## config.mk

```make
export PLATFORM = sky130hd
export DESIGN_NAME = rmq_sqrt
export DESIGN_NICKNAME = d
export VERILOG_FILES = /design/src/rtl/rmq_pkg.sv /design/src/rtl/rmq_sqrt.sv
export SDC_FILE = /design/constraint.sdc
export NUM_CORES = 2
export LEC_CHECK = 0
export BUFFER_PORTS_ARGS = -buffer_cell sky130_fd_sc_hd__buf_2
export CAP_MARGIN = 5
export CELL_PAD_IN_SITES_DETAIL_PLACEMENT = 1
export CELL_PAD_IN_SITES_GLOBAL_PLACEMENT = 1
export CORE_MARGIN = 2
export CORE_UTILIZATION = 25
export DETAILED_ROUTE_END_ITERATION = 7
export PLACE_DENSITY_LB_ADDON = 0.12
export SLEW_MARGIN = 40
export SYNTH_ARGS = -nofsm -noshare
export SYNTH_HDL_FRONTEND = slang
export SYNTH_SLANG_ARGS = --single-unit
```

## constraint.sdc

```tcl
create_clock -name clk -period 7.2 [get_ports clk]
set_clock_uncertainty 0.15 [all_clocks]
set_input_delay 1.08 -clock clk [delete_from_list [all_inputs] [get_ports clk]]
set_output_delay 1.08 -clock clk [all_outputs]
set_load 0.005 [all_outputs]
```

## src/rtl/rmq_pkg.sv

```systemverilog
// Shared types for the rotation matrix to quaternion pipeline.
// No dependencies.
package rmq_pkg;

  typedef enum logic [1:0] {
    BR_TRACE = 2'd0,
    BR_X     = 2'd1,
    BR_Y     = 2'd2,
    BR_Z     = 2'd3
  } branch_t;

  typedef struct packed {
    logic valid;
    logic stall;
  } hs_t;

endpackage

```

## src/rtl/rmq_sqrt.sv

```systemverilog
// Pipelined integer square root, one root bit per register stage.
// Depends on rmq_pkg for the handshake struct.
module rmq_sqrt #(
  parameter int XW    = 44,
  parameter int TAG_W = 8
) (
  input  logic                clk,
  input  logic                rst_n,
  input  rmq_pkg::hs_t        up_hs_i,
  output logic                up_stall_o,
  input  logic [XW-1:0]       x_i,
  input  logic [TAG_W-1:0]    tag_i,
  output logic                dn_valid_o,
  input  logic                dn_stall_i,
  output logic [XW/2-1:0]     root_o,
  output logic [TAG_W-1:0]    tag_o
);
  import rmq_pkg::*;

  localparam int RW  = XW / 2;
  localparam int RMW = RW + 2;

  logic              v_r    [RW];
  logic [RMW-1:0]    rem_r  [RW];
  logic [RW-1:0]     root_r [RW];
  logic [XW-1:0]     x_r    [RW];
  logic [TAG_W-1:0]  tag_r  [RW];

  logic              ld     [RW];
  logic              p_v    [RW];
  logic [RMW-1:0]    p_rem  [RW];
  logic [RW-1:0]     p_root [RW];
  logic [XW-1:0]     p_x    [RW];
  logic [TAG_W-1:0]  p_tag  [RW];
  logic [RMW-1:0]    rem_nxt  [RW];
  logic [RW-1:0]     root_nxt [RW];
  logic [XW-1:0]     x_nxt    [RW];

  // a stage loads when empty or when its content moves on
  always_comb begin
    for (int i = RW - 1; i >= 0; i--) begin
      if (i == RW - 1) begin
        ld[i] = !v_r[i] || !dn_stall_i;
      end else begin
        ld[i] = !v_r[i] || ld[i+1];
      end
    end
  end

  genvar g;
  generate
    for (g = 0; g < RW; g++) begin : g_stage
      logic [RMW-1:0] rs;
      logic [RMW-1:0] t;
      if (g == 0) begin : g_first
        assign p_v[g]    = up_hs_i.valid;
        assign p_rem[g]  = '0;
        assign p_root[g] = '0;
        assign p_x[g]    = x_i;
        assign p_tag[g]  = tag_i;
      end else begin : g_rest
        assign p_v[g]    = v_r[g-1];
        assign p_rem[g]  = rem_r[g-1];
        assign p_root[g] = root_r[g-1];
        assign p_x[g]    = x_r[g-1];
        assign p_tag[g]  = tag_r[g-1];
      end
      always_comb begin
        rs = {p_rem[g][RMW-3:0], p_x[g][XW-1:XW-2]};
        t  = {p_root[g], 2'b01};
        x_nxt[g] = {p_x[g][XW-3:0], 2'b00};
        if (rs >= t) begin
          rem_nxt[g]  = rs - t;
          root_nxt[g] = {p_root[g][RW-2:0], 1'b1};
        end else begin
          rem_nxt[g]  = rs;
          root_nxt[g] = {p_root[g][RW-2:0], 1'b0};
        end
      end
      always_ff @(posedge clk) begin
        if (!rst_n) begin
          v_r[g] <= 1'b0;
        end else if (ld[g]) begin
          v_r[g] <= p_v[g];
        end
      end
      always_ff @(posedge clk) begin
        if (ld[g]) begin
          rem_r[g]  <= rem_nxt[g];
          root_r[g] <= root_nxt[g];
          x_r[g]    <= x_nxt[g];
          tag_r[g]  <= p_tag[g];
        end
      end
    end
  endgenerate

  assign up_stall_o = !ld[0];
  assign dn_valid_o = v_r[RW-1];
  assign root_o     = root_r[RW-1];
  assign tag_o      = tag_r[RW-1];

endmodule

```

==> Word-level counts from Yosys, hierarchy flattened <==
Memories as Yosys holds them, arrays and structs flattened.
Index checks and enable logic that the tools add are counted.
{ "totals": {"output_inout_bits": 32, "n_memories": 5, "in_bits": 57, "wordCells": 272, "register_bits": 0, "ram_bits": 2134} }
{ "memory_table": {"columns": ["name", "depth", "word_bits", "read_ports", "rd_clocked_by_memory_dff", "wr", "line", "text"], "rows": [
  ["x_r", 22, 42, 21, 0, 22, "rmq_sqrt.sv:26", "logic [XW-1:0] x_r [RW];"],
  ["rem_r", 22, 24, 21, 0, 22, "rmq_sqrt.sv:24", "logic [RMW-1:0] rem_r [RW];"],
  ["root_r", 22, 22, 22, 0, 22, "rmq_sqrt.sv:25", "logic [RW-1:0] root_r [RW];"],
  ["tag_r", 22, 8, 22, 0, 22, "rmq_sqrt.sv:27", "logic [TAG_W-1:0] tag_r [RW];"],
  ["v_r", 22, 1, 22, 0, 22, "rmq_sqrt.sv:23", "logic v_r [RW];"]
]} }
{ "op_classes": {"n_lt_le_gt_ge": 22, "addsub": 22, "n_reduce_logical": 46, "mux": 155, "bitwise": 22} }
{ "ops": {"columns": ["op", "n"], "rows": [
  ["24-bit 2-to-1 mux", 22],
  ["24-bit >= comparator", 21],
  ["24-bit subtractor", 21],
  ["1-bit 2-to-1 mux", 133],
  ["1-bit zero test", 24],
  ["1-bit logical OR", 22],
  ["1-bit bitwise OR", 22],
  ["2-bit by 1-bit subtractor with 3-bit output (second input constant)", 1],
  ["2-bit by 1-bit >= comparator with 1-bit output (second input constant)", 1]
]} }

==> Depth between registers and ports, before layout <==
An unclocked memory read counts as a cell.
{ "depth": {"depth_word": 28, "ltp_mapped": 13} }

==> Least setup slack after synthesis <==
OpenSTA, ideal clock, no wires.
{ "synth_timing": {"kind": "input-to-reg", "from": "input port dn_stall_i", "to": "memory v_r[8][0] (netlist: v_r[4][0]) (data pin)", "setup_slack_ns": 0.514, "cell_stages": 9, "t_required_ns": 6.780, "n_path_buf": 1, "arrival_ns": 6.266, "setup_ns": 0.270, "path_cell_list": "and3_1 > and3_1 > clkbuf_1 > and4_1 > and2_1 > nand3_1 > inv_1 > nand3_1 > and3_1"} }
{ "synth_lines": {"columns": ["element", "line", "text"], "rows": [
  ["start, declared", "rmq_sqrt.sv:14", "input logic dn_stall_i,"],
  ["end, declared", "rmq_sqrt.sv:23", null]
]} }

==> reports/qor.yml <==
cts_max_path_buffers: 3
critPathLaunchType: "flip-flop"
cts_tree: "yes"
multi_input_area_um2: 17270
nets: 4781
regArea_um2: 40440
antenna_found_initial: 7
crit_chain: "and3_1 -> and3_1 -> and4_1 -> and2_1 -> inv_2 -> nor2_1 -> and3_1 -> nand3_2 -> buf_4 -> inv_1 -> buf_2"
setup_viol: 0
critical_path.max_fanout: 56
drt-total-wl_um: 122900
synth.largest_area_cell: "edfxtp_1"
period_needed_ns: 5.369
max-vdd-ir-drop_mv: 0.2813
clkTransAtPathRegs_ns: 0.06
yosysMostFrequentCell: "edfxtp_1"
finalMaxSlewViolations: 0
synth_cell_types: 81
clk_latency_ns: 0.80
cp_top_family: "simple AND/OR/NAND/NOR gates"
path_buf_inv: 4
rows: 178
synth-edff-count: 1346
routabilityCongestion: 0.7768
antenna_left: 0
die_w_um: 490.3
grt_pass1_wl_um: 197200
cp.required_ns: 5.97
drc_errors: 0
p_per_area_nw_per_um2: 322.7
post_cts_buffers: 0
dieArea_um2: 240400
drive_gt1_frac: 0.09524
max_slew_margin: 0.4651
ys_warn_count: 0
synth_area_um2: 59110
seq_area_frac_synth: 0.6841
maxCapViolations: 0
cts_root_buffer: "clkbuf_16"
critPathKind: "flip-flop to output port"
cts_resized: 0
io_buffers: 87
fillers: 25150
arrival_ns: 4.14
finalSetupTns_ns: 0
rsz0062_at_grt: "no"
syn_nets: 4554
floorplan.initialDensity: 0.2514
syn_inst: 4221
syn_to_final_growth_pct: 16.55
clock_sinks: 1347
place_ws_ns: 1.793
synth-seq-cells: 1347
hold_viol: 0
io_pins: 89
worstHoldPathType: "flip-flop to flip-flop"
worstSetupEndpointType: "output port"
fin_crit_sh: 0.7456
async_reset_ff_frac: 0
dp.cells: 7432
synthTopCellsByCount: "1,346 x edfxtp_1, 335 x inv_1, 276 x ha_1"
synth_ff_type: "edfxtp_1"
setup_ws_ns: 1.831
cts_hold_buf: 0
fmax_ghz: 0.1863
grt_pass1_vias: 34600
cpMaxStageDelayCell: "and3_1"
dr.pass1.iters: 5
numCtsBuffers: 164
cpMostUsedCell: "and3_1"
htree_levels: 4
timing_worst_slew_pin_value_ns: 0.7950
slowest_delay_ns: 0.56
syn_avg_cell_area_um2: 14.00
drt_iter0_drc: 1250
instances_no_fill: 7729
viasPerCell: 4.215
globalRouteOverflowTotal: 0
synth_top_area_share: 0.6837
grt_usage: 0.1020
routedWlPerCell_um: 15.91
grt_max_degree: 73
leakage_nw: 27.29
netlist_top_cells_area: "edfxtp_1 68%, ha_1 5.8%, xnor2_1 2.8%"
vias: 32580
core_um2: 235200
outcome: "finished clean"
die_y_um: 490.3
dp_hpwl_um: 92000
logic make-up (layout without fill, tap and decap cells):
logic type      Yosys count  in the layout  synth area share
simple gates           1019           1019           0.08725
xor+xnor                338            338           0.05008
other cells               1              2        0.00006344
flops                  1347           1347            0.6841
fa+ha+maj               276            276           0.05842
compound gates          753            753           0.07965
mux                      76             76           0.01435
buf+inv                 411            768           0.02612
flip-flops by register name (all words and copies together) (netlist names):
register	cells
root_r	253
v_r	22
x_r	462
rem_r	434
tag_r	176
area by class of cell:
type / instances / share of cell area
Inverter: 347 / 0.01891
Antenna cell: 1 / 0.00003632
Clock buffer: 198 / 0.06173
Multi-Input combinational cell: 2463 / 0.2506
Timing Repair Buffer: 125 / 0.01139
Clock inverter: 98 / 0.01318
Tap cell: 3150 / 0.05721
Sequential cell: 1347 / 0.5870
path summary, 6_finish.rpt:
| check | startpoint | to | slack, ns | cells past startpoint |
|---|---|---|---|---|
| worst max-delay path | v_r[10][1] | up_stall_o | 1.83 | 11 |
| worst min-delay path | tag_r[8][7] | tag_r[9][7] | 0.26 | 0 |
| worst min register to register | tag_r[8][7] | tag_r[9][7] | 0.26 | 0 |
| worst max register to register | rem_r[1][144] | rem_r[1][177] | 3.28 | 9 |
power breakdown:
group          internal, W  switching (W)  total (W)
Combinational      0.00152        0.00189    0.00341
Sequential          0.0101       0.000850     0.0110
Clock              0.00458        0.00326    0.00784
Total               0.0162        0.00600     0.0222
cells in the final DEF (no fill, tap or decap), types with 10 or more instances in the layout:
cell,instances
a211oi_1,18
o21ai_0,86
nor2b_1,40
clkbuf_16,165
buf_4,28
mux2_1,54
a21oi_1,230
o31ai_1,23
nand4_1,40
clkbuf_1,33
o21a_1,71
a21o_1,83
inv_1,331
or2_2,15
nand3b_1,26
bufinv_16,10
nand2b_1,38
o21ai_1,97
a31oi_1,27
inv_2,16
nor3b_1,11
xor2_1,151
xnor2_1,187
nor4_1,50
or4_1,22
nand2_1,246
o21bai_1,12
ha_1,276
edfxtp_1,1346
nor2_1,225
clkinv_1,35
buf_2,87
or3_1,31
o211ai_1,15
nand3_1,67
and3_1,52
mux2_2,16
clkinv_2,35
and2_1,13
nor3_1,89
metal layers:
layer / routed length (µm) / global-route usage / vias up
met5: 0 / 0 / -
met4: 3335 / 0.03510 / 0
met3: 3757 / 0.01883 / 197
met2: 57820 / 0.1699 / 334
met1: 58030 / 0.1326 / 15860
li1: - / - / 16190
per-stage QoR:
stage	total power (W)	cell area [µm²]	utilization	hold WS, ns
floorplan	0.01337	59110	-	0.2503
global placement	0.01462	63610	0.2705	0.2502
detailed placement	0.01465	63700	0.2709	0.2552
CTS	0.02274	68860	0.2928	0.2040
global route	0.02353	68900	0.2929	0.2317
finish	0.02223	68900	0.2929	0.2573
worst register-to-register path, delay by kind of cell, from the launching register on:
family | cells | cell delay, ns
AO/OA/AOI/OAI | 4 | 1.57
multiplexers | 1 | 0.35
buffers and inverters | 1 | 0.30
flip-flops | 1 | 0.39
AND/OR/NAND/NOR | 2 | 0.47
adder cells (fa/ha/maj) | 1 | 0.43
No activity file was read; power rests on OpenSTA's default activity.
